## config.mk

```make
export PLATFORM = sky130hd
export DESIGN_NAME = rrh_ctrl
export DESIGN_NICKNAME = d
export VERILOG_FILES = /design/src/sv/rrh_pkg.sv /design/src/sv/rrh_ctrl.sv
export SDC_FILE = /design/constraint.sdc
export NUM_CORES = 1
export LEC_CHECK = 0
export BUFFER_PORTS_ARGS = -buffer_cell sky130_fd_sc_hd__buf_2
export CORE_UTILIZATION = 40
export DETAILED_ROUTE_END_ITERATION = 12
export HOLD_SLACK_MARGIN = 0.08
export PLACE_DENSITY = 0.64
export SLEW_MARGIN = 0
export SYNTH_ARGS = -nofsm -noshare
export SYNTH_HDL_FRONTEND = slang
export SYNTH_SLANG_ARGS = --single-unit
```

## constraint.sdc

```tcl
create_clock -name clk_i -period 2.7 [get_ports clk_i]
set_input_delay 0 -clock clk_i [delete_from_list [all_inputs] [get_ports clk_i]]
set_output_delay 0 -clock clk_i [all_outputs]
set_load 0.01 [all_outputs]
```

## src/sv/rrh_pkg.sv

```systemverilog
// ----------------------------------------------------------------------------
// rrh_pkg: shared types and constants of the RK4 resonant high-pass core
// Controller command and status types, input clamp limits, and the
// fixed-point constants of the cutoff and resonance paths.
// ----------------------------------------------------------------------------
package rrh_pkg;

  // Datapath micro-operations, one per cycle
  typedef enum logic [4:0] {
    OP_NONE,
    OP_LOAD,
    OP_PREP,
    OP_DIVQ_START,
    OP_DIVQ_TAKE,
    OP_MULY_START,
    OP_MULY_TAKE,
    OP_MULT_START,
    OP_MULT_TAKE,
    OP_SUM1,
    OP_SUM2,
    OP_SUM3,
    OP_D6V_START,
    OP_D6V_TAKE,
    OP_D6Y_START,
    OP_D6Y_TAKE,
    OP_OUT
  } op_e;

  typedef struct packed {
    op_e        op;
    logic [1:0] stage;
  } cmd_t;

  typedef struct packed {
    logic div_done;
    logic mul_done;
    logic out_full;
  } status_t;

  // Input clamp limits
  localparam logic [15:0] FC_MIN = 16'd1;
  localparam logic [15:0] FC_MAX = 16'd16000;
  localparam logic [15:0] Q_MIN  = 16'd153;
  localparam logic [15:0] Q_MAX  = 16'd25600;

  // w0*dt path: (cutoff * scale) >> 4 in Q3.28, capped just under 8.0
  localparam int          W_SHIFT   = 4;
  localparam logic [30:0] W_MAX     = 31'h7FFF_FFFF;
  localparam int          MUL_SHIFT = 28;

  // Q is Q8.8
  localparam int          QFRAC   = 8;
  localparam logic [15:0] DIV_SIX = 16'd6;

  // Configuration space
  localparam int          ADDR_BITS     = 3;
  localparam logic        REG_IDX_SCALE = 1'b0;
  localparam logic [31:0] SCALE_RST     = 32'd562204;

endpackage

```

## src/sv/rrh_ctrl.sv

```systemverilog
// ----------------------------------------------------------------------------
// rrh_ctrl: sequencer of the RK4 step
// Walks the four acceleration evaluations (V/Q divide, two w0*dt
// multiplies each), the weighted sums, the two divides by six and the
// output write: one datapath operation per cycle outside the wait states.
// ----------------------------------------------------------------------------
module rrh_ctrl (
  input  logic             clk_i,
  input  logic             rst_ni,
  input  logic             in_valid_i,
  output logic             in_ready_o,
  input  rrh_pkg::status_t status_i,
  output rrh_pkg::cmd_t    cmd_o
);

  typedef enum logic [15:0] {
    ST_IDLE = 16'h0001,
    ST_PREP = 16'h0002,
    ST_DIVS = 16'h0004,
    ST_DIVW = 16'h0008,
    ST_MYS  = 16'h0010,
    ST_MYW  = 16'h0020,
    ST_MTS  = 16'h0040,
    ST_MTW  = 16'h0080,
    ST_SUM1 = 16'h0100,
    ST_SUM2 = 16'h0200,
    ST_SUM3 = 16'h0400,
    ST_D6VS = 16'h0800,
    ST_D6VW = 16'h1000,
    ST_D6YS = 16'h2000,
    ST_D6YW = 16'h4000,
    ST_OUT  = 16'h8000
  } state_e;

  state_e     state_q, state_d;
  logic [1:0] stage_q, stage_d;

  // Next state and command
  always_comb begin
    state_d    = state_q;
    stage_d    = stage_q;
    in_ready_o = 1'b0;
    cmd_o.op   = rrh_pkg::OP_NONE;
    cmd_o.stage = stage_q;
    case (state_q)
      ST_IDLE: begin
        in_ready_o = 1'b1;
        if (in_valid_i) begin
          cmd_o.op = rrh_pkg::OP_LOAD;
          stage_d  = '0;
          state_d  = ST_PREP;
        end
      end
      ST_PREP: begin
        cmd_o.op = rrh_pkg::OP_PREP;
        state_d  = ST_DIVS;
      end
      ST_DIVS: begin
        cmd_o.op = rrh_pkg::OP_DIVQ_START;
        state_d  = ST_DIVW;
      end
      ST_DIVW: begin
        if (status_i.div_done) begin
          cmd_o.op = rrh_pkg::OP_DIVQ_TAKE;
          state_d  = ST_MYS;
        end
      end
      ST_MYS: begin
        cmd_o.op = rrh_pkg::OP_MULY_START;
        state_d  = ST_MYW;
      end
      ST_MYW: begin
        if (status_i.mul_done) begin
          cmd_o.op = rrh_pkg::OP_MULY_TAKE;
          state_d  = ST_MTS;
        end
      end
      ST_MTS: begin
        cmd_o.op = rrh_pkg::OP_MULT_START;
        state_d  = ST_MTW;
      end
      ST_MTW: begin
        if (status_i.mul_done) begin
          cmd_o.op = rrh_pkg::OP_MULT_TAKE;
          if (stage_q == 2'd3) begin
            state_d = ST_SUM1;
          end else begin
            stage_d = stage_q + 2'd1;
            state_d = ST_PREP;
          end
        end
      end
      ST_SUM1: begin
        cmd_o.op = rrh_pkg::OP_SUM1;
        state_d  = ST_SUM2;
      end
      ST_SUM2: begin
        cmd_o.op = rrh_pkg::OP_SUM2;
        state_d  = ST_SUM3;
      end
      ST_SUM3: begin
        cmd_o.op = rrh_pkg::OP_SUM3;
        state_d  = ST_D6VS;
      end
      ST_D6VS: begin
        cmd_o.op = rrh_pkg::OP_D6V_START;
        state_d  = ST_D6VW;
      end
      ST_D6VW: begin
        if (status_i.div_done) begin
          cmd_o.op = rrh_pkg::OP_D6V_TAKE;
          state_d  = ST_D6YS;
        end
      end
      ST_D6YS: begin
        cmd_o.op = rrh_pkg::OP_D6Y_START;
        state_d  = ST_D6YW;
      end
      ST_D6YW: begin
        if (status_i.div_done) begin
          cmd_o.op = rrh_pkg::OP_D6Y_TAKE;
          state_d  = ST_OUT;
        end
      end
      ST_OUT: begin
        if (!status_i.out_full) begin
          cmd_o.op = rrh_pkg::OP_OUT;
          state_d  = ST_IDLE;
        end
      end
      default: state_d = ST_IDLE;
    endcase
  end

  always_ff @(posedge clk_i or negedge rst_ni) begin
    if (!rst_ni) begin
      state_q <= ST_IDLE;
      stage_q <= '0;
    end else begin
      state_q <= state_d;
      stage_q <= stage_d;
    end
  end

`ifndef SYNTHESIS
  a_div_done_waited: assert property (@(posedge clk_i) disable iff (!rst_ni)
    status_i.div_done |-> (state_q == ST_DIVW || state_q == ST_D6VW ||
                           state_q == ST_D6YW))
    else $error("divider finished while controller not waiting on it");

  a_mul_done_waited: assert property (@(posedge clk_i) disable iff (!rst_ni)
    status_i.mul_done |-> (state_q == ST_MYW || state_q == ST_MTW))
    else $error("multiplier finished while controller not waiting on it");

  a_load_then_prep: assert property (@(posedge clk_i) disable iff (!rst_ni)
    cmd_o.op == rrh_pkg::OP_LOAD |=>
      (cmd_o.op == rrh_pkg::OP_PREP && cmd_o.stage == 2'd0))
    else $error("step did not start at the first stage after a load");

  a_out_free: assert property (@(posedge clk_i) disable iff (!rst_ni)
    cmd_o.op == rrh_pkg::OP_OUT |-> !status_i.out_full)
    else $error("output register overwritten before transfer");
`endif

endmodule

```

* Word level (Yosys, flattened, before mapping) *
Cells that the tools add are included.

word-level totals
  register bits = 18
  bits of input ports = 6
  output and inout port bits = 8
  word-level logic and storage cells = 53

operators by class
  add/subtract/negate cells = 1
  eq/ne operators = 25
  mux-type cells = 22
  reductions and logical operators = 3

operator list
  kind                                              count
  one-hot mux 16 bit (16 select lines)              1
  2-to-1 mux 16 bit                                 7
  one-hot mux 5 bit (16 select lines)               1
  == test 16 x 1 -> 1 bit (second input constant)   1
  == test 16 x 10 -> 1 bit (second input constant)  1
  == test 16 x 11 -> 1 bit (second input constant)  1
  == test 16 x 12 -> 1 bit (second input constant)  1
  == test 16 x 13 -> 1 bit (second input constant)  1
  == test 16 x 14 -> 1 bit (second input constant)  1
  == test 16 x 15 -> 1 bit (second input constant)  1
  == test 16 bit (second input constant)            1
  == test 16 x 2 -> 1 bit (second input constant)   1
  == test 16 x 3 -> 1 bit (second input constant)   1
  == test 16 x 4 -> 1 bit (second input constant)   1
  == test 16 x 5 -> 1 bit (second input constant)   1
  == test 16 x 6 -> 1 bit (second input constant)   1
  == test 16 x 7 -> 1 bit (second input constant)   1
  == test 16 x 8 -> 1 bit (second input constant)   1
  == test 16 x 9 -> 1 bit (second input constant)   1
  inequality test 2 bit (second input constant)     8
  2-to-1 mux 4 bit                                  3
  2-to-1 mux 9 bit                                  1
  AND reduction 7 bit                               1
  2-to-1 mux 2 bit                                  3
  8 further kinds                                   10

* Logic depth before layout (Yosys ltp) *
  word-level depth = 4
  gate-level depth with buffers = 6
  depth with buffers taken out = 4

* Least setup slack after synthesis *
Ideal clock, no wire load.

  path type = register -> register
  start = register state_q[1]
  end = register state_q[8]
  setup time = 139 ps
  arrival time = 1883 ps
  data required time = 2561 ps
  setup slack = 678 ps
  stages on the path, launching flop included = 6
  buffers on the path = 1
  period minus slack after synthesis = 2022 ps
  cell sequence = dfrtp_1 or4_1 buf_2 or4_4 a211oi_1 a2111oi_2

between the ends
  cells in the longest elaborated chain, start to end = 3
  elaborated cells on any way between the ends = 25
  those cells by class = eq/ne (23); mux (1); reduce/logical (1)

ends and longest elaborated chain
  element                                                RTL line         text
  from (decl)                                            rrh_ctrl.sv:35   state_e state_q, state_d;
  from (signal assigned)                                 rrh_ctrl.sv:140  state_q <= state_d;
  == test 16 x 4 -> 1 bit, or another cell as far along  rrh_ctrl.sv:45   case (state_q)
  inequality test 2 bit (no source line)                 -
  AND reduction 7 bit (no source line)                   -

Parallel ways exist; a longest one is shown, timed or not.
A chain may end at the register's enable or synchronous reset.

* Worst setup path in the final report *
  start = register state_q[1]
  end = register state_q[0]

Same word-level chain as after synthesis.

==> implementation parameters <==
Parameter                              Value

Critical path
  Maximum fanout along the worst path ... 8
  Type of origin of the critical path ... register
  Critical Setup Path Class ... reg -> reg
  Category of cells accounting for the largest share of critical-path delay ... simple AND/OR/NAND/NOR gates
  Data required time of the worst path ... 2940 ps
  Reg2reg end ... state_q[0]$_DFFE_PN1P_
  Buffers plus inverters on the worst setup path ... 1
  CP dominant cell by count ... sky130_fd_sc_hd__or4_4
  CP Data Arrival Time ... 2800 ps
  Setup slack on the worst flop-to-flop path ... 140 ps
  CP max stage cell ... sky130_fd_sc_hd__or4_4
  CP Cell Sequence ... or4_4 -> or4_4 -> a21oi_1 -> o41ai_1 -> dlygate4sd3_1
  Delay of the slowest cell on the worst path ... 620 ps
  Critical R2R Launch ... state_q[1]$_DFFE_PN0P_
  FF-to-FF path depth ... 5
  Endpoint kind of the worst setup timing path ... register

Floorplanning
  Starting Density ... 41.7%
  Area of the core ... 3340 µm²
  Horizontal extent of the die ... 61.0 µm
  Floorplan die area ... 3720 µm²
  Number of top-level design ports ... 14
  Placement Rows ... 21
  Die H ... 61.0 µm

Global route
  Initial antenna violation count ... 0
  Wire length of the first global-routing pass ... 5750 µm
  Via count of the first global-routing pass ... 1227
  Overall track demand over capacity in global routing ... 21.7%
  Largest net degree at the start of global routing ... 19
  Grt ovf ... 0

Synth
  Number of enable-type register cells in the synthesized netlist ... 0
  Leading cell types by total area after synthesis ... sky130_fd_sc_hd__dfrtp_1 31%, sky130_fd_sc_hd__nor4_1 4.5%, sky130_fd_sc_hd__nand3_1 3.6%
  Largest area contributor in the synthesized netlist ... sky130_fd_sc_hd__dfrtp_1
  Proportion of synthesized flip-flops having asynchronous set or reset ... 100%
  Main flop type after synthesis ... sky130_fd_sc_hd__dfrtp_1
  Number of unique standard cell types used by synthesis ... 49
  Number of standard cells after synthesis ... 169
  Mapped Nets ... 176
  Proportion of synthesized chip area in sequential cells ... 32.5%
  Synthesized area per cell ... 8.23 µm²
  Yosys warns ... 0
  Syn Std Cell Area ... 1390 µm²
  Flops & latches, synth ... 18
  Top-area cell type share of the netlist area ... 30.6%

STA
  Slew of the pin with the lowest slew margin ... 504 ps
  Tcrit/Tclk final ... 95.0%
  Maximum achievable frequency ... 390 MHz
  Slew headroom ... 66.1%
  Min cycle time layout ... 2560 ps
  Final sum of negative setup slack ... 0 ps
  Worst hold slack ... 94.4 ps
  Setup violations, final ... 0
  Hold Fails Final Rpt ... 0
  RSZ-0062 raised after global routing ... false
  Final setup skew ... 12.3 ps
  Number of slew-limit violations in the final report ... 0

Finish
  Area overhead of the layout relative to synthesis ... 12.6%
  # nets final ... 187
  Most frequent cells in the layout ... 17 x sky130_fd_sc_hd__dfrtp_1, 13 x sky130_fd_sc_hd__buf_2, 12 x sky130_fd_sc_hd__nor2_1, 11 x sky130_fd_sc_hd__inv_1
  Most common library cell in the layout ignoring fill and taps ... sky130_fd_sc_hd__dfrtp_1
  Share of cells above drive strength 1 ... 17.9%
  Fill cells ... 346
  Cell area after layout ... 1570 µm²
  Number of antenna repair diodes ... 0

Clock network
  Clock tree from TritonCTS ... built
  Bufs on Longest Clock Path ... 2
  Sinks on Clock Net ... 18
  Number of buffers inserted during clock tree synthesis ... 3
  Clock H-tree levels ... 1
  Post-CTS repair timing setup buffer count ... 0
  Clock input transition at the sequential cells of the worst setup and hold paths ... 110 ps
  Root cell of the clock tree ... sky130_fd_sc_hd__clkbuf_4
  Clock Latency Late Sink ... 310 ps

Placement
  Instance area at placement ... 1480 µm²
  Number of input and output port buffers inserted ... 13
  Final GP Congestion ... 0.923
  Estimated wirelength of the detail-placed design ... 2710 µm

Route
  Routed Wire Length ... 3660 µm
  Via Count ... 1362
  Number of violations reported at the end of detailed-routing iteration 0 ... 90
  Routed length per placed instance ... 16.2 µm
  First-pass DRT Iterations ... 4
  Number of antenna-violating nets in the routed design ... 0
  Number of DRC violations after detailed routing ... 0
  Avg Vias per Cell ... 6.05

Min path
  Class of the tightest hold or removal check ... in -> reg
  Number of stages on the worst hold path ... 4
  Hold Crit Start ... status_i[0]
  Hold worst-path end ... state_q[15]$_DFFE_PN0P_

Power and ir drop
  Overall Power ... 0.00100 W
  Peak VDD IR ... 0.289 mV
  PD cells ... 639 nW/µm²
  Static leakage power ... 0.697 nW

Status
  Run status ... finished, final reports clean

Job
  Total of max-cap violations ... 0
-- synth_stat cells (all sizes together), types with 2 or more instances --
| cell | number |
|---|---|
| a211oi | 2 |
| a21oi | 6 |
| a22oi | 2 |
| and2 | 2 |
| and3 | 4 |
| buf | 9 |
| clkbuf | 8 |
| dfrtp | 17 |
| inv | 11 |
| nand2 | 10 |
| nand3 | 10 |
| nand4 | 4 |
| nor2 | 12 |
| nor2b | 6 |
| nor3 | 5 |
| nor4 | 12 |
| nor4b | 3 |
| o2111ai | 2 |
| o21ai | 3 |
| o22ai | 3 |
| or4 | 6 |
| or4b | 3 |
| xnor2 | 5 |
| xor2 | 3 |
-- how the worst max path moves through the flow --
stage	slack [ps]	endpoint	start	depth (start not counted)
after global routing	70	state_q[0]$_DFFE_PN1P_	state_q[1]$_DFFE_PN0P_	5
final	140	state_q[0]$_DFFE_PN1P_	state_q[1]$_DFFE_PN0P_	5
after floorplan	680	state_q[8]$_DFFE_PN0P_	state_q[1]$_DFFE_PN0P_	5
after CTS	50	state_q[0]$_DFFE_PN1P_	state_q[1]$_DFFE_PN0P_	5
after global placement	540	state_q[8]$_DFFE_PN0P_	state_q[1]$_DFFE_PN0P_	4
after detailed placement	530	state_q[8]$_DFFE_PN0P_	state_q[1]$_DFFE_PN0P_	4
-- stage by stage --
step                      utilization (%)  instances  setup WS, ps
after floorplan                         -        169           678
after global placement               44.2        216           537
after detailed placement             44.2        216           529
after CTS                            46.8        225          47.9
after global routing                 46.9        225          74.7
final                                46.9        225           136
-- layer usage --
layer  part of all wire [%]  track usage, %
met1                     44            28.2
met2                     50            37.5
met3                    4.8            1.92
met4                    1.5            7.79
met5                      0               0
-- state kept, by name, indices dropped and copies added, names as in the netlist --
register	cells
state_q	16
stage_q	2
-- area by class of cell --
type / instances / area (µm²) / area share, %
inverter: 11 / 41.3 / 2.64
multi-input combinational: 123 / 827 / 52.8
sequential: 18 / 452 / 28.8
clock buffer: 4 / 36.3 / 2.32
tap: 46 / 57.6 / 3.67
timing repair buffer: 23 / 153 / 9.74
-- tightest hold or removal path, delay by kind of cell --
family	cells	cell delay [ps]
AOI/OAI and AO/OA	1	70
buffers and inverters	2	180
and+or+nand+nor	1	140
-- logic make-up after synthesis --
family | Yosys count | share of synthesized area [%]
DFF | 18 | 32.5
and+or+nand+nor | 83 | 36.7
adders and majority gates | 1 | 0.899
AOI/OAI and AO/OA | 31 | 16.5
xor gates and xnor gates | 8 | 5.04
buffers and inverters | 28 | 8.36
-- repair_timing --
item	in CTS	in global routing
endpoints found under the hold margin	24	0
resized for setup	0	1
hold buffers	5	0
endpoints found under the setup margin	0	1
-- where the power goes --
part           switching [W]  internal, W  leakage, nW
logic               0.000279     0.000204        0.429
clock network      0.0000917    0.0000825       0.0210
registers          0.0000465     0.000298        0.247
total               0.000417     0.000584        0.697
Note: power is estimated with default switching activity, not from simulation.
